`config.mk`:
```
export PLATFORM = sky130hd
export DESIGN_NAME = infix_postfix_engine_unit
export DESIGN_NICKNAME = d
export VERILOG_FILES = /design/src/rtl/ipe_pkg.sv /design/src/rtl/infix_postfix_engine_unit.sv /design/src/rtl/ipe_cell.sv /design/src/rtl/ipe_div.sv
export SDC_FILE = /design/constraint.sdc
export NUM_CORES = 1
export LEC_CHECK = 0
export ABC_CLOCK_PERIOD_IN_PS = 36500
export BUFFER_PORTS_ARGS = -buffer_cell sky130_fd_sc_hd__buf_2
export CAP_MARGIN = 30
export CORE_ASPECT_RATIO = 0.9
export CORE_MARGIN = 2
export CORE_UTILIZATION = 30
export DETAILED_ROUTE_END_ITERATION = 10
export SYNTH_ARGS = -nofsm -noshare
export SYNTH_HDL_FRONTEND = slang
export SYNTH_SLANG_ARGS = --single-unit
```
`constraint.sdc`:
```
create_clock -name clk_i -period 36.5 [get_ports clk_i]
set_input_delay 7.3 -clock clk_i [delete_from_list [all_inputs] [get_ports clk_i]]
set_output_delay 7.3 -clock clk_i [all_outputs]
set_load 0.05 [all_outputs]
```
`src/rtl/ipe_pkg.sv`:
```
package ipe_pkg;

  localparam logic [7:0] CH_PLUS  = 8'h2B;
  localparam logic [7:0] CH_MINUS = 8'h2D;
  localparam logic [7:0] CH_STAR  = 8'h2A;
  localparam logic [7:0] CH_SLASH = 8'h2F;
  localparam logic [7:0] CH_0     = 8'h30;
  localparam logic [7:0] CH_9     = 8'h39;
  localparam logic [7:0] CH_LA    = 8'h61;
  localparam logic [7:0] CH_LZ    = 8'h7A;
  localparam logic [7:0] CH_UA    = 8'h41;
  localparam logic [7:0] CH_UZ    = 8'h5A;

  localparam int unsigned APB_AW = 3;
  localparam logic REG_IDX_MODE = 1'b0;

  typedef enum logic [2:0] {
    ERR_NONE = 3'd0,
    ERR_OVF  = 3'd1,
    ERR_UNF  = 3'd2,
    ERR_DIV0 = 3'd3,
    ERR_INV  = 3'd4
  } err_e;

  // per-cell shift control: take_up loads from the cell nearer the top,
  // take_dn loads from the cell farther from the top
  typedef struct packed {
    logic take_up;
    logic take_dn;
  } stk_cmd_t;

endpackage

```
`src/rtl/infix_postfix_engine_unit.sv`:
```
// Infix-to-postfix converter and postfix evaluator on one shifting stack.
// Input channel: ch_i/last_i under in_valid_i/in_ready_o, one character per
// item; last_i marks the final character of an expression.
// Output channel: out_char_o, result_value_o, is_value_o, error_code_o and
// end_of_run_o under out_valid_o/out_ready_i. An input item gives zero or
// more result items; end_of_run_o marks the final one of an expression.
// mode (APB register 0): 0 converts infix to postfix, 1 evaluates postfix.
// The stack is a row of STACK_DEPTH cells; a push or pop shifts the whole row
// by one place. Each item is accepted and then decoded; after that
//   convert: an operator pops and emits each entry of equal or higher
//   precedence, then is pushed; last flushes the remaining entries and finishes;
//   evaluate: + - * complete in decode; / waits for the radix-2 divider;
//   last emits the top value.
// in_ready_o is high only between items.
// Reset empties the stack and sets mode to 0. When the receiver stalls, the
// result waits in the output register and the engine holds until it drains.
module infix_postfix_engine_unit import ipe_pkg::*; #(
  parameter int unsigned STACK_DEPTH = 32,
  parameter int unsigned VALUE_WIDTH = 16
) (
  input  logic              clk_i,
  input  logic              rst_ni,
  input  logic              psel,
  input  logic              penable,
  input  logic              pwrite,
  input  logic [APB_AW-1:0] paddr,
  input  logic [31:0]       pwdata,
  output logic [31:0]       prdata,
  output logic              pready,
  input  logic              in_valid_i,
  output logic              in_ready_o,
  input  logic [7:0]        ch_i,
  input  logic              last_i,
  output logic              out_valid_o,
  input  logic              out_ready_i,
  output logic [7:0]        out_char_o,
  output logic [15:0]       result_value_o,
  output logic              is_value_o,
  output logic [2:0]        error_code_o,
  output logic              end_of_run_o
);

  localparam int unsigned W     = VALUE_WIDTH;
  localparam int unsigned SP_W  = $clog2(STACK_DEPTH + 1);
  localparam int unsigned EXT_W = (W > 16) ? W : 16;

  typedef enum logic [5:0] {
    S_IDLE  = 6'b000001,
    S_DEC   = 6'b000010,
    S_POPS  = 6'b000100,
    S_FLUSH = 6'b001000,
    S_DIV   = 6'b010000,
    S_FINAL = 6'b100000
  } state_e;

  state_e          state_q, state_d;
  logic [SP_W-1:0] sp_q, sp_d;
  logic            mode_q;
  logic [7:0]      ch_q;
  logic            last_q;

  logic            out_valid_q, out_valid_d;
  logic [7:0]      out_char_q;
  logic [15:0]     out_val_q;
  logic            out_isv_q;
  err_e            out_err_q;
  logic            out_eor_q;

  logic            emit;
  logic            can_emit;
  logic [7:0]      e_char;
  logic [15:0]     e_val;
  err_e            e_err;
  logic            e_eor;

  stk_cmd_t        cmd_top, cmd_rest;
  logic [W-1:0]    push_val;
  logic [W-1:0]    stk [STACK_DEPTH];
  logic [W-1:0]    top, nxt;

  logic            div_start;
  logic            div_done;
  logic [W-1:0]    quot;

  logic            is_dig, is_alpha, is_op;
  logic [1:0]      prec_in, prec_top;
  logic [W-1:0]    arith;
  logic [W-1:0]    prod;
  logic [EXT_W-1:0] top_ext;
  state_e          nxt_conv, nxt_eval;
  logic            cfg_wr;

  // configuration port
  assign pready = 1'b1;
  assign cfg_wr = psel && penable && pwrite && (paddr[2] == REG_IDX_MODE);
  assign prdata = (paddr[2] == REG_IDX_MODE) ? {31'b0, mode_q} : '0;

  always_ff @(posedge clk_i or negedge rst_ni) begin
    if (!rst_ni) begin
      mode_q <= 1'b0;
    end else if (cfg_wr) begin
      mode_q <= pwdata[0];
    end
  end

  // stack: a row of shifting cells, entry 0 is the top
  assign top = stk[0];
  assign nxt = stk[1];

  for (genvar g = 0; g < STACK_DEPTH; g++) begin : g_cell
    logic [W-1:0] up_w, dn_w;
    if (g == 0) begin : g_up_in
      assign up_w = push_val;
    end else begin : g_up_nb
      assign up_w = stk[g-1];
    end
    if (g == STACK_DEPTH - 1) begin : g_dn_end
      assign dn_w = '0;
    end else begin : g_dn_nb
      assign dn_w = stk[g+1];
    end
    ipe_cell #(.W(W)) u_cell (
      .clk_i (clk_i),
      .cmd_i ((g == 0) ? cmd_top : cmd_rest),
      .up_i  (up_w),
      .dn_i  (dn_w),
      .val_o (stk[g])
    );
  end

  ipe_div #(.W(W)) u_div (
    .clk_i      (clk_i),
    .rst_ni     (rst_ni),
    .start_i    (div_start),
    .dividend_i (nxt),
    .divisor_i  (top),
    .done_o     (div_done),
    .quot_o     (quot)
  );

  // character classes
  assign is_dig   = (ch_q >= CH_0) && (ch_q <= CH_9);
  assign is_alpha = ((ch_q >= CH_LA) && (ch_q <= CH_LZ)) ||
                    ((ch_q >= CH_UA) && (ch_q <= CH_UZ));
  assign is_op    = (ch_q == CH_PLUS) || (ch_q == CH_MINUS) ||
                    (ch_q == CH_STAR) || (ch_q == CH_SLASH);
  assign prec_in  = ((ch_q == CH_STAR) || (ch_q == CH_SLASH)) ? 2'd2 :
                    ((ch_q == CH_PLUS) || (ch_q == CH_MINUS)) ? 2'd1 : 2'd0;
  assign prec_top = ((top == W'(CH_STAR)) || (top == W'(CH_SLASH))) ? 2'd2 :
                    ((top == W'(CH_PLUS)) || (top == W'(CH_MINUS))) ? 2'd1 : 2'd0;

  assign prod    = nxt * top;
  assign arith   = (ch_q == CH_PLUS)  ? (nxt + top) :
                   (ch_q == CH_MINUS) ? (nxt - top) : prod;
  assign top_ext = EXT_W'($signed(top));

  assign nxt_conv = last_q ? S_FLUSH : S_IDLE;
  assign nxt_eval = last_q ? S_FINAL : S_IDLE;
  assign can_emit = !out_valid_q || out_ready_i;
  assign in_ready_o = (state_q == S_IDLE);

  always_comb begin
    state_d   = state_q;
    sp_d      = sp_q;
    cmd_top   = '0;
    cmd_rest  = '0;
    push_val  = '0;
    emit      = 1'b0;
    e_char    = '0;
    e_val     = '0;
    e_err     = ERR_NONE;
    e_eor     = 1'b0;
    div_start = 1'b0;
    unique case (state_q)
      S_IDLE: begin
        if (in_valid_i) begin
          state_d = S_DEC;
        end
      end
      S_DEC: begin
        if (!mode_q) begin
          if (is_dig || is_alpha || !is_op) begin
            emit   = 1'b1;
            if (is_dig || is_alpha) begin
              e_char = ch_q;
            end else begin
              e_err  = ERR_INV;
            end
            e_eor  = last_q && (sp_q == '0);
            if (can_emit) begin
              state_d = nxt_conv;
            end
          end else begin
            state_d = S_POPS;
          end
        end else begin
          if (is_dig) begin
            if (sp_q != SP_W'(STACK_DEPTH)) begin
              cmd_top.take_up  = 1'b1;
              cmd_rest.take_up = 1'b1;
              push_val = W'(ch_q - CH_0);
              sp_d     = sp_q + 1'b1;
              state_d  = nxt_eval;
            end else begin
              emit  = 1'b1;
              e_err = ERR_OVF;
              if (can_emit) begin
                state_d = nxt_eval;
              end
            end
          end else if (!is_op) begin
            emit  = 1'b1;
            e_err = ERR_INV;
            if (can_emit) begin
              state_d = nxt_eval;
            end
          end else if (sp_q < SP_W'(2)) begin
            emit  = 1'b1;
            e_err = ERR_UNF;
            if (can_emit) begin
              state_d = nxt_eval;
            end
          end else if (ch_q == CH_SLASH) begin
            if (top == '0) begin
              emit  = 1'b1;
              e_err = ERR_DIV0;
              if (can_emit) begin
                state_d = nxt_eval;
              end
            end else begin
              div_start = 1'b1;
              state_d   = S_DIV;
            end
          end else begin
            cmd_top.take_up  = 1'b1;
            cmd_rest.take_dn = 1'b1;
            push_val = arith;
            sp_d     = sp_q - 1'b1;
            state_d  = nxt_eval;
          end
        end
      end
      S_POPS: begin
        if ((sp_q != '0) && (prec_top >= prec_in)) begin
          emit   = 1'b1;
          e_char = top[7:0];
          if (can_emit) begin
            cmd_top.take_dn  = 1'b1;
            cmd_rest.take_dn = 1'b1;
            sp_d = sp_q - 1'b1;
          end
        end else if (sp_q != SP_W'(STACK_DEPTH)) begin
          cmd_top.take_up  = 1'b1;
          cmd_rest.take_up = 1'b1;
          push_val = W'(ch_q);
          sp_d     = sp_q + 1'b1;
          state_d  = nxt_conv;
        end else begin
          emit  = 1'b1;
          e_err = ERR_OVF;
          if (can_emit) begin
            state_d = nxt_conv;
          end
        end
      end
      S_FLUSH: begin
        if (sp_q == '0) begin
          state_d = S_IDLE;
        end else begin
          emit   = 1'b1;
          e_char = top[7:0];
          e_eor  = (sp_q == SP_W'(1));
          if (can_emit) begin
            cmd_top.take_dn  = 1'b1;
            cmd_rest.take_dn = 1'b1;
            sp_d = sp_q - 1'b1;
          end
        end
      end
      S_DIV: begin
        if (div_done) begin
          cmd_top.take_up  = 1'b1;
          cmd_rest.take_dn = 1'b1;
          push_val = quot;
          sp_d     = sp_q - 1'b1;
          state_d  = nxt_eval;
        end
      end
      S_FINAL: begin
        emit  = 1'b1;
        e_eor = 1'b1;
        if (sp_q != '0) begin
          e_val = top_ext[15:0];
        end else begin
          e_err = ERR_UNF;
        end
        if (can_emit) begin
          sp_d    = '0;
          state_d = S_IDLE;
        end
      end
      default: begin
        state_d = S_IDLE;
      end
    endcase
  end

  always_comb begin
    out_valid_d = out_valid_q;
    if (emit && can_emit) begin
      out_valid_d = 1'b1;
    end else if (out_ready_i) begin
      out_valid_d = 1'b0;
    end
  end

  always_ff @(posedge clk_i or negedge rst_ni) begin
    if (!rst_ni) begin
      state_q     <= S_IDLE;
      sp_q        <= '0;
      out_valid_q <= 1'b0;
    end else begin
      state_q     <= state_d;
      sp_q        <= sp_d;
      out_valid_q <= out_valid_d;
    end
  end

  always_ff @(posedge clk_i) begin
    if (in_valid_i && in_ready_o) begin
      ch_q   <= ch_i;
      last_q <= last_i;
    end
    if (emit && can_emit) begin
      out_char_q <= e_char;
      out_val_q  <= e_val;
      out_isv_q  <= mode_q;
      out_err_q  <= e_err;
      out_eor_q  <= e_eor;
    end
  end

  assign out_valid_o    = out_valid_q;
  assign out_char_o     = out_char_q;
  assign result_value_o = out_val_q;
  assign is_value_o     = out_isv_q;
  assign error_code_o   = out_err_q;
  assign end_of_run_o   = out_eor_q;

`ifndef SYNTHESIS
  a_accept_decode: assert property (@(posedge clk_i) disable iff (!rst_ni)
    in_valid_i && in_ready_o |=> state_q == S_DEC)
    else $error("accepted item not decoded");

  a_final_clears: assert property (@(posedge clk_i) disable iff (!rst_ni)
    (state_q == S_FINAL) && can_emit |=> (sp_q == '0) && (state_q == S_IDLE))
    else $error("stack not emptied after final item");

  a_div_operands: assert property (@(posedge clk_i) disable iff (!rst_ni)
    div_start |-> mode_q && (top != '0) && (sp_q >= SP_W'(2)))
    else $error("divide started without two operands and a nonzero divisor");
`endif

endmodule

```
`src/rtl/ipe_cell.sv`:
```
module ipe_cell import ipe_pkg::*; #(
  parameter int unsigned W = 16
) (
  input  logic         clk_i,
  input  stk_cmd_t     cmd_i,
  input  logic [W-1:0] up_i,
  input  logic [W-1:0] dn_i,
  output logic [W-1:0] val_o
);

  logic [W-1:0] val_q, val_d;

  always_comb begin
    val_d = val_q;
    if (cmd_i.take_up) begin
      val_d = up_i;
    end else if (cmd_i.take_dn) begin
      val_d = dn_i;
    end
  end

  always_ff @(posedge clk_i) begin
    val_q <= val_d;
  end

  assign val_o = val_q;

endmodule

```
`src/rtl/ipe_div.sv`:
```
module ipe_div import ipe_pkg::*; #(
  parameter int unsigned W = 16
) (
  input  logic         clk_i,
  input  logic         rst_ni,
  input  logic         start_i,
  input  logic [W-1:0] dividend_i,
  input  logic [W-1:0] divisor_i,
  output logic         done_o,
  output logic [W-1:0] quot_o
);

  localparam int unsigned CNT_W = $clog2(W);

  logic             busy_q, busy_d;
  logic             done_q, done_d;
  logic [CNT_W-1:0] cnt_q, cnt_d;
  logic [W-1:0]     q_q, q_d;
  logic [W-1:0]     rem_q, rem_d;
  logic [W-1:0]     dv_q, dv_d;
  logic             neg_q, neg_d;
  logic [W:0]       r_sh;
  logic [W:0]       diff;
  logic [W-1:0]     a_mag;
  logic [W-1:0]     b_mag;

  assign a_mag = dividend_i[W-1] ? (~dividend_i + 1'b1) : dividend_i;
  assign b_mag = divisor_i[W-1] ? (~divisor_i + 1'b1) : divisor_i;
  assign r_sh  = {rem_q, q_q[W-1]};
  assign diff  = r_sh - {1'b0, dv_q};

  always_comb begin
    busy_d = busy_q;
    done_d = 1'b0;
    cnt_d  = cnt_q;
    q_d    = q_q;
    rem_d  = rem_q;
    dv_d   = dv_q;
    neg_d  = neg_q;
    if (start_i) begin
      busy_d = 1'b1;
      cnt_d  = '0;
      q_d    = a_mag;
      rem_d  = '0;
      dv_d   = b_mag;
      neg_d  = dividend_i[W-1] ^ divisor_i[W-1];
    end else if (busy_q) begin
      q_d   = {q_q[W-2:0], ~diff[W]};
      rem_d = diff[W] ? r_sh[W-1:0] : diff[W-1:0];
      cnt_d = cnt_q + 1'b1;
      if (cnt_q == CNT_W'(W - 1)) begin
        busy_d = 1'b0;
        done_d = 1'b1;
      end
    end
  end

  always_ff @(posedge clk_i or negedge rst_ni) begin
    if (!rst_ni) begin
      busy_q <= 1'b0;
      done_q <= 1'b0;
      cnt_q  <= '0;
    end else begin
      busy_q <= busy_d;
      done_q <= done_d;
      cnt_q  <= cnt_d;
    end
  end

  always_ff @(posedge clk_i) begin
    q_q   <= q_d;
    rem_q <= rem_d;
    dv_q  <= dv_d;
    neg_q <= neg_d;
  end

  assign done_o = done_q;
  assign quot_o = neg_q ? (~q_q + 1'b1) : q_q;

`ifndef SYNTHESIS
  a_no_restart: assert property (@(posedge clk_i) disable iff (!rst_ni)
    start_i |-> !busy_q)
    else $error("divider started while busy");

  a_done_after_busy: assert property (@(posedge clk_i) disable iff (!rst_ni)
    done_q |-> !busy_q && $past(busy_q))
    else $error("divider done without a running division");

  a_fell_done: assert property (@(posedge clk_i) disable iff (!rst_ni)
    $fell(busy_q) |-> done_q)
    else $error("divider stopped without done");
`endif

endmodule

```
=== Word-level counts from Yosys, hierarchy flattened ===
Cells that the tools add are included.

* Equal/unequal tests: 27
* Multiply operators: 1
* Add/subtract/negate cells: 10
* $lt $le $gt $ge: 8
* Reduce and logical (&&, ||, !) cells: 33
* Bitwise operators: 6
* Multiplexer cells: 186

{| class="wikitable"
|+ Operators by type and width
! cell !! count
|-
| $mux W16 || 78
|-
| $mux W6 || 28
|-
| $eq A16 B6 Y1 const B || 4
|-
| $mux W8 || 7
|-
| $add A16 B1 Y16 const B || 3
|-
| $not A16 Y16 || 3
|-
| $pmux W16 S3 || 1
|-
| $mux W1 || 46
|-
| $pmux W6 S6 || 1
|-
| $eq A8 B6 Y1 const B || 4
|-
| $pmux W6 S5 || 1
|-
| $pmux W8 S3 || 1
|-
| $sub A17 B16 Y17 || 1
|-
| $add A16 B16 Y16 || 1
|-
| $ge A8 B7 Y1 const B || 2
|-
| $le A8 B7 Y1 const B || 2
|-
| $logic_not A16 Y1 || 1
|-
| $mul A16 B16 Y16 || 1
|-
| $sub A16 B16 Y16 || 1
|-
| $mux W15 || 1
|-
| $mux W3 || 5
|-
| $mux W2 || 7
|-
| $eq A6 B1 Y1 const B || 2
|-
| $mux W4 || 3
|-
| other kinds (34) || 67
|}

* Output and inout bits: 64
* Bits in registers: 619
* Logic and storage cells: 322

=== Logic depth before layout (Yosys ltp) ===
Gate-level depths: netlist of run 1.

* Depth after elaboration: 11
* Gate-level depth with buffers: 23

=== Hierarchy ===
From an unflattened synthesis of run 1, not the netlist that was laid out.

* Cell total of the unflattened synthesis: 2654
* Area total of the unflattened synthesis: 36556.3 µm²

{| class="wikitable"
|+ Modules (own cells, without submodules)
! module !! area an instance (µm²) !! times used !! cells each
|-
| ipe_cell || 732.0 || 32 || 35
|-
| infix_postfix_engine_unit || 9261.4 || 1 || 1113
|-
| ipe_div || 3872.5 || 1 || 421
|}

=== Worst setup path before layout of run 1 ===
No wires, ideal clock.

* Path type: input-to-reg
* Start point: input out_ready_i
* End point: register g_cell[10].u_cell.val_q[0], enable pin
* Data required time: 32.963 ns
* Library setup time: 3.537 ns
* Arrival: 15.689 ns
* Stages on the path: 4
* Slack: 17.274 ns
* Cell sequence: nand2b_1 -> clkbuf_1 -> nand2_1 -> nand2_1

* Longest elaborated chain between the ends: 5
* Elaborated cells on any way between the ends: 6
* Classes of those cells: 4 x mux; 2 x reduce/logical

{| class="wikitable"
|+ Ends and longest elaborated chain
! element !! RTL line !! RTL
|-
| from (decl) || infix_postfix_engine_unit.sv:35 || <nowiki>input logic out_ready_i,</nowiki>
|-
| $logic_or A1 B1 Y1 (*) || infix_postfix_engine_unit.sv:159 || <nowiki>assign can_emit = !out_valid_q || out_ready_i;</nowiki>
|-
| $mux W1 (*) || infix_postfix_engine_unit.sv:247, infix_postfix_engine_unit.sv:273 ||
|-
| $mux W1, on equally long branches || infix_postfix_engine_unit.sv:267, infix_postfix_engine_unit.sv:244 ||
|-
| $pmux W1 S4 (*) || infix_postfix_engine_unit.sv:174 || <nowiki>unique case (state_q)</nowiki>
|-
| $reduce_bool A2 Y1 (no source line) (*) || - ||
|-
| to (signal assigned) || ipe_cell.sv:23 || <nowiki>val_q <= val_d;</nowiki>
|-
| to (decl) || ipe_cell.sv:11 || <nowiki>logic [W-1:0] val_q, val_d;</nowiki>
|}

Every way passes the cells marked *; elsewhere a longest branch is shown, timed or not.
A chain may end at the register's enable or synchronous reset.

=== Final worst setup path of run 1 ===
* Start point: input paddr[2]
* End point: output prdata[0]

* Longest elaborated chain between the ends: 1

{| class="wikitable"
|+ Ends and longest elaborated chain
! element !! RTL line !! RTL
|-
| from (decl) || infix_postfix_engine_unit.sv:26 || <nowiki>input logic [APB_AW-1:0] paddr,</nowiki>
|-
| $mux W1 || infix_postfix_engine_unit.sv:96 || <nowiki>assign prdata = (paddr[2] == REG_IDX_MODE) ? {31'b0, mode_q} : '0;</nowiki>
|-
| to (decl) || infix_postfix_engine_unit.sv:28 || <nowiki>output logic [31:0] prdata,</nowiki>
|}

Every way passes these cells.

==> impl_metrics.yaml, run 1 <==
status:
  status: "finished clean"
place:
  gp_congestion: 0.874
  portBuffers: 49
  dp_hpwl_um: 43700
power_and_ir_drop:
  switching_share: 0.269
  clkPwrFrac: 0.381
  p_per_area_mw_per_mm2: 45.8
  p_seq_frac: 0.471
  switchingPower_w: 0.000472
  ir_drop_mv: 0.0289
  p_int_w: 0.00128
  power.leakage_nw: 13.5
  combPwrFrac: 0.147
sta:
  setup_violations: 0
  slew_headroom: 0.204
  rsz0062_at_grt: "false"
  fin_skew_ns: 0.0362
  finalCritPeriodShare: 0.412
  timing.fmax_mhz: 66.4
  worst_pin_slew_ns: 1.19
  slew_violations: 0
  setup_tns_ns: 0
  min_period_ns: 15.05
  hold_viol: 0
min_path:
  hp-class: "reg -> reg"
  whs_path_depth: 2
setup_path:
  cp.depth: 3
  crit_path_end_kind: "output port"
  critPathBufInv: 2
  cp.required_ns: 29.20
  cpMaxStageDelayCell: "buf_2"
  r2r_cells: 20
  slowest_delay_ns: 0.27
  critPathKind: "in -> out"
  crit_top_cell: "buf_2"
  critical_path.top_delay_family: "buffers and inverters"
  path_cells: "buf_2 -> nor2_1 -> buf_2"
  startpoint_type: "primary input"
  worstPathMaxFanout: 2
  crit_arrival_ns: 7.75
die:
  die_w_um: 360
  start_util: 0.303
  fp.dieArea_mm2: 0.117
  core-area_mm2: 0.113
  io_pins: 115
  row_count: 117
  die-height_um: 325
synthesis:
  yosysSeqAreaShare: 0.534
  synth-edff-count: 583
  yosys-top-cells-area: "edfxtp_1 (51%), mux2_2 (16%), fa_1 (4.8%)"
  syn-cell-area_mm2: 0.0343
  synth.distinct_cells: 86
  avgSynthCellArea_um2: 13.1
  synthArstFlopShare: 0.0323
  synth_largest_area_cell: "edfxtp_1"
  synth-seq-cells: 619
  synth_top_flop_cell: "edfxtp_1"
  synth_cells: 2618
  yosysWarnings: 0
  yosysTopAreaCellShare: 0.510
clocking:
  cts_setup_buffers: 0
  cts_tree: "done"
  worstSkewPairLatency_ns: 0.63
  cts_buffers: 68
  htree_levels: 3
  clk_path_buf_depth: 3
  root_buffer: "clkbuf_16"
  cts_resized: 0
  cts_hold_buf: 0
  clk_pin_slew_worst_paths_ns: 0.05
  clock-sinks: 619
grt:
  grt_pass1_wl_um: 109000
  overflow: 0
  grt_max_degree: 213
  antenna_found_initial: 0
  track_usage: 0.114
  grt_pass1_vias: 19849
finish:
  antenna_cells: 0
  n_fill_cell: 11095
  postLayoutCoreUtil: 0.338
  layout.nets: 2891
  area_growth_pct: 11.6
  drive_above_1_share: 0.258
  final_common_cell: "edfxtp_1"
  final_cell_mix: "edfxtp_1 (583), mux2_2 (480), inv_1 (174)"
route:
  dr.first_iter.drc_count: 1549
  wl_um: 67700
  first_pass_iters: 6
  antenna_left: 0
  wl_per_cell_um: 16.2
  via_per_inst: 4.79
  vias: 20038
  drc_errors: 0
run:
  maxCapViolations: 0
[power by group through the flow]
stage | registers (W) | clock network (W) | logic [W]
3_5_place_dp | 0.000840 | 0 | 0.000258
4_1_cts | 0.000826 | 0.000696 | 0.000259
2_1_floorplan | 0.000849 | 0 | 0.000199
5_1_grt | 0.000830 | 0.000719 | 0.000287
3_3_place_gp | 0.000840 | 0 | 0.000254
6_report | 0.000826 | 0.000669 | 0.000259
[path summary, 6_finish.rpt]
| check | slack (ns) | end | startpoint |
|---|---|---|---|
| worst max register to register | 28.26 | g_cell[12].u_cell.val_o[13] | ch_q[4] |
| min in group asynchronous | 6.65 | u_div.cnt_q[3] | rst_ni |
| worst min register to register | 0.51 | u_div.rem_q[13] | u_div.rem_q[13] |
| worst max-delay path | 21.45 | prdata[0] | paddr[2] |
| worst min-delay path | 0.51 | u_div.rem_q[13] | u_div.rem_q[13] |
| max in group asynchronous | 29.46 | sp_q[4] | rst_ni |
[state kept, by name (all words and copies together), names as in the netlist, 6 cells and up]
name                 count
u_div.q_q               16
g_cell.u_cell.val_o    512
state_q                  6
out_char_o               8
sp_q                     6
result_value_o          16
u_div.rem_q             16
ch_q                     8
u_div.dv_q              16
[Yosys cell counts (15+ instances only)]
master / count
a21oi_1: 81
a221oi_1: 15
and2_1: 68
buf_2: 29
buf_4: 62
clkbuf_1: 71
dfrtp_1: 19
dfxtp_1: 16
edfxtp_1: 583
fa_1: 83
ha_1: 112
inv_1: 174
mux2_2: 480
mux2i_1: 15
nand2_1: 158
nand3_1: 23
nor2_1: 120
nor3_1: 39
o21ai_0: 82
o31ai_1: 17
xnor2_1: 73
xor2_1: 30
[final cells by class]
| cell class | count | area, µm² | share of cell area |
|---|---|---|---|
| Tap cell | 1487 | 1860 | 0.0486 |
| Multi-Input combinational cell | 1681 | 14500 | 0.379 |
| Sequential cell | 619 | 18300 | 0.479 |
| Clock buffer | 88 | 1820 | 0.0474 |
| Timing Repair Buffer | 97 | 778 | 0.0203 |
| Clock inverter | 34 | 338 | 0.00882 |
| Inverter | 178 | 668 | 0.0174 |
[metal layers]
layer	track usage	vias up	routed length [µm]
li1	-	9601	-
met1	0.164	9863	32500
met2	0.173	486	30000
met3	0.0210	88	3850
met4	0.0334	0	1420
met5	0	-	0
[cells by family after synthesis]
| group | synth area share |
|---|---|
| simple gates | 0.0710 |
| other cells | 0.000219 |
| buf+inv | 0.0468 |
| xor+xnor | 0.0271 |
| compound gates | 0.0692 |
| fa+ha+maj | 0.0893 |
| flops | 0.534 |
| mux | 0.162 |
[metrics by stage]
step	instance area (µm²)	total power (W)	hold slack, ns	instances	setup slack [ns]
finish	38300	0.00175	0.508	4184	21.45
global route	38300	0.00184	0.543	4184	21.42
CTS	38300	0.00178	0.505	4184	21.46
detailed placement	36100	0.00110	0.498	4062	21.46
global placement	35900	0.00109	0.495	4053	21.45
floorplan	34400	0.00105	0.469	2648	17.27
[worst min-delay path, cell delays in order, from the launching register on]
cell and delay, ns:
dfxtp_1 0.32, nor2_1 0.09, a211oi_1 0.05
Note: power is estimated with default switching activity, not from simulation.
==> run 2: changes to the inputs <==
Settings changed: ABC_AREA from default to 1, ABC_CLOCK_PERIOD_IN_PS 36500 to 15750.
Clock period 36.5 ns to 15.75 ns, I/O delays scaled along.
==> impl_metrics.yaml, run 2 <==
sta:
  hold_viol: 0
  min_period_ns: 7.47
  finalCritPeriodShare: 0.474
  setup_tns_ns: 0
  setup_violations: 0
  slew_violations: 0
  rsz0062_at_grt: "false"
  slew_headroom: 0.249
  worst_pin_slew_ns: 1.13
  fin_skew_ns: 0.0407
  timing.fmax_mhz: 134
synthesis:
  avgSynthCellArea_um2: 9.15
  yosysMostFrequentCell: "nand2_1"
  synth_top_flop_cell: "edfxtp_1"
  yosysTopAreaCellShare: 0.501
  yosysSeqAreaShare: 0.524
  synth-seq-cells: 619
  synth_largest_area_cell: "edfxtp_1"
  synth_commonest_cells: "nand2_1 (983), inv_1 (627), edfxtp_1 (583)"
  synth_cells: 3823
  yosysWarnings: 0
  synthArstFlopShare: 0.0323
  synth-edff-count: 583
  yosys-top-cells-area: "edfxtp_1 (50%), nand2_1 (11%), inv_1 (6.7%)"
  syn-cell-area_mm2: 0.0350
  synth.distinct_cells: 63
route:
  wl_um: 76200
  wl_per_cell_um: 14.1
  dr.first_iter.drc_count: 2343
  vias: 24845
  via_per_inst: 4.60
  first_pass_iters: 6
  drc_errors: 0
  antenna_left: 0
place:
  gp_congestion: 0.898
  dpl-instance-area_mm2: 0.0365
  dp_hpwl_um: 49700
  portBuffers: 49
  place_inst: 5288
power_and_ir_drop:
  p_int_w: 0.00311
  switching_share: 0.316
  switchingPower_w: 0.00144
  combPwrFrac: 0.230
  p_seq_frac: 0.438
  p_per_area_mw_per_mm2: 118
  ir_drop_mv: 0.102
  clkPwrFrac: 0.332
  power.leakage_nw: 16.4
setup_path:
  crit_arrival_ns: 7.73
  crit_path_end_kind: "flip-flop"
  slowest_delay_ns: 0.85
  crit_top_cell: "nand2_1"
  critical_path.top_delay_family: "buffers and inverters"
  critPathKind: "reg -> reg"
  worstPathMaxFanout: 176
  cpMaxStageDelayCell: "buf_4"
  critPathBufInv: 7
  startpoint_type: "flip-flop"
  path_cells: "inv_1 -> ha_1 -> nand2_2 -> nor2_1 -> nand2_1 -> inv_2 -> nor2_2 -> inv_1 -> ha_1 -> o21ai_0 -> nand2_1 -> nand2_1 -> inv_2 -> nor2_4 -> nand2_2 -> nand2_8 -> nor3_4 -> o21ai_4 -> buf_12 -> buf_4 -> buf_4"
  cp.required_ns: 16.01
finish:
  n_fill_cell: 11860
  largest_reg_flops: 512
  final_common_cell: "nand2_1"
  register_area_mm2: 0.0183
  fin_cells: 5404
  drive_above_1_share: 0.0611
  finalInstanceArea_mm2: 0.0386
  layout.nets: 4039
  multi_input_area_mm2: 0.0133
  area_growth_pct: 10.5
  final_cell_mix: "nand2_1 (983), inv_1 (627), edfxtp_1 (583)"
  antenna_cells: 0
clocking:
  worstSkewPairLatency_ns: 0.67
  root_buffer: "clkbuf_16"
  clk_path_buf_depth: 3
  cts_buffers: 61
  clock-sinks: 619
  cts_setup_buffers: 0
  htree_levels: 2
  cts_resized: 0
  clk_pin_slew_worst_paths_ns: 0.07
  cts_hold_buf: 0
  cts_tree: "done"
die:
  core-area_mm2: 0.115
  die_w_um: 364
  die-height_um: 328
  row_count: 118
  start_util: 0.303
  io_pins: 115
  fp.dieArea_mm2: 0.119
grt:
  grt_max_degree: 258
  antenna_found_initial: 0
  overflow: 0
  grt_pass1_vias: 23404
  grt_pass1_wl_um: 123000
  track_usage: 0.125
min_path:
  hp-class: "reg -> reg"
status:
  status: "finished clean"
run:
  maxCapViolations: 0
-- run 2: cell count changes in the layout (fill, tap and decap cells not counted), sizes merged, moves of 63 or more --
cell	previous run	this run
nand2	159	991
mux2	480	0
o21ai	89	555
inv	180	642
and2	69	0
nand3	23	86
-- run 2: kinds of logic (layout without fill, tap and decap cells) --
logic type               count (synthesis)  in the layout  synth area share
flip-flops                             619            619             0.524
buffers and inverters                  851            842             0.100
XOR/XNOR                                72             72            0.0180
other                                    2             32          0.000215
AND/OR/NAND/NOR                       1324           1324             0.154
AO/OA/AOI/OAI                          760            760             0.116
adder cells (fa/ha/maj)                195            195            0.0876
-- run 2: worst paths after layout --
check	from	end	slack [ns]	depth (start not counted)
hold reg to reg	u_div.rem_q[14]	u_div.rem_q[14]	0.48	2
min in group asynchronous	rst_ni	state_q[3]	2.44	1
max in group asynchronous	rst_ni	state_q[0]	12.94	1
setup / recovery	ch_q[4]	g_cell[6].u_cell.val_o[15]	8.28	21
setup reg to reg	ch_q[4]	g_cell[6].u_cell.val_o[15]	8.28	21
hold / removal	u_div.rem_q[14]	u_div.rem_q[14]	0.48	2
-- run 2: cell type report --
| cell class | count | area share |
|---|---|---|
| Clock buffer | 75 | 0.0416 |
| Clock inverter | 39 | 0.0118 |
| Inverter | 644 | 0.0629 |
| Multi-Input combinational cell | 2383 | 0.343 |
| Sequential cell | 619 | 0.474 |
| Tap cell | 1560 | 0.0505 |
| Timing Repair Buffer | 84 | 0.0159 |
-- run 2: power groups by stage --
| stage | Combinational [W] | Sequential (W) | Clock [W] |
|---|---|---|---|
| floorplan | 0.000774 | 0.00207 | 0 |
| global route | 0.00119 | 0.00200 | 0.00162 |
| detailed placement | 0.00104 | 0.00203 | 0 |
| global placement | 0.00103 | 0.00202 | 0 |
| CTS | 0.00105 | 0.00199 | 0.00156 |
| finish | 0.00105 | 0.00199 | 0.00151 |
-- run 2: tightest hold or removal path, stage by stage (launching register included) --
cell and delay (ns):
dfxtp_1 0.33, nand2_1 0.07, nand2_1 0.04
-- run 2: through the flow --
stage	setup slack, ns	hold slack (ns)	utilization	total power, W
floorplan	3.78	0.447	-	0.00285
global placement	8.06	0.466	0.316	0.00305
detailed placement	8.27	0.465	0.317	0.00307
CTS	8.20	0.474	0.335	0.00460
global route	7.65	0.506	0.335	0.00481
finish	8.28	0.478	0.335	0.00455
-- run 2: routing by layer --
metal,GRT usage,vias up,part of all wire
li1,-,12363,-
met1,0.187,11747,0.49
met5,0,-,0
met3,0.0199,99,0.061
met4,0.0299,0,0.019
met2,0.188,636,0.43
==> run 3: changes to the inputs <==
Settings changed: ABC_AREA 1 to 0, ABC_CLOCK_PERIOD_IN_PS 15750 to 6200.
Clock period 15.75 ns to 6.2 ns, I/O delays scaled along.
==> impl_metrics.yaml, run 3 (synthesized netlist as in run 1, its figures left out) <==
place:
  dp_hpwl_um: 47900
  place_ws_ns: 0.217
  portBuffers: 49
  gp_congestion: 0.900
min_path:
  whs_path_depth: 1
  hold_start: "u_div.rem_q[10]"
  min_to: "u_div.rem_q[11]"
  hp-class: "reg -> reg"
route:
  antenna_left: 0
  first_pass_iters: 6
  drc_errors: 0
  wl_um: 70000
  via_per_inst: 4.81
  vias: 20525
  wl_per_cell_um: 16.4
  dr.first_iter.drc_count: 1714
clocking:
  clk_pin_slew_worst_paths_ns: 0.06
  cts_hold_buf: 0
  clock-sinks: 619
  worstSkewPairLatency_ns: 0.63
  clk_path_buf_depth: 3
  root_buffer: "clkbuf_16"
  htree_levels: 3
  cts_tree: "done"
  cts_buffers: 70
finish:
  final_cell_mix: "edfxtp_1 (583), mux2_2 (480), inv_1 (173)"
  antenna_cells: 0
  final_common_cell: "edfxtp_1"
  n_fill_cell: 11067
  layout.nets: 2972
  largest_reg_flops: 512
  area_growth_pct: 13.8
  drive_above_1_share: 0.278
power_and_ir_drop:
  p_seq_frac: 0.471
  ir_drop_mv: 0.196
  switching_share: 0.274
  switchingPower_w: 0.00283
  clkPwrFrac: 0.376
  combPwrFrac: 0.153
  p_per_area_mw_per_mm2: 265
  p_int_w: 0.00750
  power.leakage_nw: 13.9
sta:
  fin_ws_ns: 0.233
  slew_violations: 0
  setup_tns_ns: 0
  timing.fmax_mhz: 168
  slew_headroom: 0.374
  fin_skew_ns: 0.0273
  hold_viol: 0
  setup_violations: 0
  finalCritPeriodShare: 0.962
  rsz0062_at_grt: "false"
  min_period_ns: 5.97
  worst_pin_slew_ns: 0.938
setup_path:
  startpoint_type: "flip-flop"
  critical_path.top_delay_family: "adder cells"
  r2r_cells: 21
  critPathKind: "reg -> reg"
  r2r_start: "g_cell[0].u_cell.val_o[4]"
  slowest_delay_ns: 0.53
  r2r-end: "g_cell[0].u_cell.val_o[15]"
  cpMaxStageDelayCell: "fa_1"
  crit_top_cell: "fa_1"
  critPathBufInv: 6
  cp.required_ns: 6.68
  crit_path_end_kind: "flip-flop"
  worstPathMaxFanout: 6
  path_cells: "buf_4 -> ha_1 -> fa_1 -> inv_1 -> fa_1 -> inv_1 -> ha_1 -> fa_1 -> fa_1 -> inv_1 -> fa_1 -> inv_1 -> ha_1 -> a21oi_1 -> nand2_1 -> a41o_1 -> o41ai_1 -> buf_4 -> xnor2_1 -> a221o_1 -> o21ai_1"
  crit_arrival_ns: 6.45
  regToRegSetupSlack_ns: 0.23
grt:
  overflow: 0
  grt_max_degree: 60
  grt_pass1_vias: 20579
  track_usage: 0.118
  grt_pass1_wl_um: 113000
  antenna_found_initial: 0
die:
  core-area_mm2: 0.113
  die-height_um: 325
  fp.dieArea_mm2: 0.117
  row_count: 117
  die_w_um: 360
  io_pins: 115
  start_util: 0.303
run:
  maxCapViolations: 0
status:
  status: "finished clean"
==> run 3: cell count changes in the layout (fill, tap and decap cells not counted), sizes merged, moves of 63 or more <==
cell | before | now
and2 | 0 | 69
buf | 84 | 176
mux2 | 0 | 480
nand3 | 86 | 23
inv | 642 | 181
nand2 | 991 | 159
o21ai | 555 | 89
==> run 3: cell type report <==
| cell class | instances | area, µm² | area share |
|---|---|---|---|
| multi-input combinational | 1681 | 14500 | 0.372 |
| inverter | 178 | 668 | 0.0171 |
| timing repair buffer | 176 | 1520 | 0.0390 |
| sequential | 619 | 18300 | 0.470 |
| clock inverter | 30 | 290 | 0.00744 |
| tap | 1487 | 1860 | 0.0477 |
| clock buffer | 94 | 1850 | 0.0474 |
==> run 3: worst max path at each step <==
stage,start,endpoint,slack (ns),cells past startpoint
global route,g_cell[0].u_cell.val_o[4],g_cell[0].u_cell.val_o[15],0.009,21
global placement,g_cell[0].u_cell.val_o[4],g_cell[0].u_cell.val_o[15],0.20,21
floorplan,ch_q[4],g_cell[10].u_cell.val_o[0],0.38,16
CTS,g_cell[0].u_cell.val_o[4],g_cell[0].u_cell.val_o[15],0.16,21
finish,g_cell[0].u_cell.val_o[4],g_cell[0].u_cell.val_o[15],0.23,21
detailed placement,g_cell[0].u_cell.val_o[4],g_cell[0].u_cell.val_o[15],0.22,21
==> run 3: worst register-to-register path, stage by stage, from the launching register on <==
cell and delay (ns):
edfxtp_1 0.52, buf_4 0.23, ha_1 0.21, fa_1 0.50, inv_1 0.06, fa_1 0.53
inv_1 0.04, ha_1 0.22, fa_1 0.49, fa_1 0.49, inv_1 0.06, fa_1 0.53
inv_1 0.05, ha_1 0.36, a21oi_1 0.15, nand2_1 0.10, a41o_1 0.27, o41ai_1 0.28
buf_4 0.19, xnor2_1 0.07, a221o_1 0.35, o21ai_1 0.11
==> run 3: what timing repair did <==
item,in CTS,in global routing
setup buffers,0,2
setup endpoints to repair,0,1
resized for setup,0,1
==> run 3: per-stage QoR <==
stage	utilization	cell area (µm²)	power (W)	cells	hold slack (ns)
3_3_place_gp	0.325	36900	0.00651	4139	0.499
4_1_cts	0.344	39000	0.0105	4263	0.502
6_report	0.345	39000	0.0103	4265	0.497
2_1_floorplan	-	34400	0.00614	2648	0.469
5_1_grt	0.345	39000	0.0108	4265	0.529
3_5_place_dp	0.325	36900	0.00653	4139	0.495
==> run 3: power groups by stage <==
stage	logic [W]	registers, W	clock network [W]
3_3_place_gp	0.00156	0.00495	0
6_report	0.00159	0.00487	0.00388
3_5_place_dp	0.00158	0.00495	0
2_1_floorplan	0.00117	0.00496	0
5_1_grt	0.00176	0.00489	0.00419
4_1_cts	0.00159	0.00486	0.00403
==> run 3: metal layers <==
metal / global-route usage / vias to the layer above / part of all wire
met5: 0 / - / 0
li1: - / 9744 / -
met1: 0.170 / 10124 / 0.48
met3: 0.0206 / 124 / 0.053
met2: 0.179 / 533 / 0.44
met4: 0.0415 / 0 / 0.027
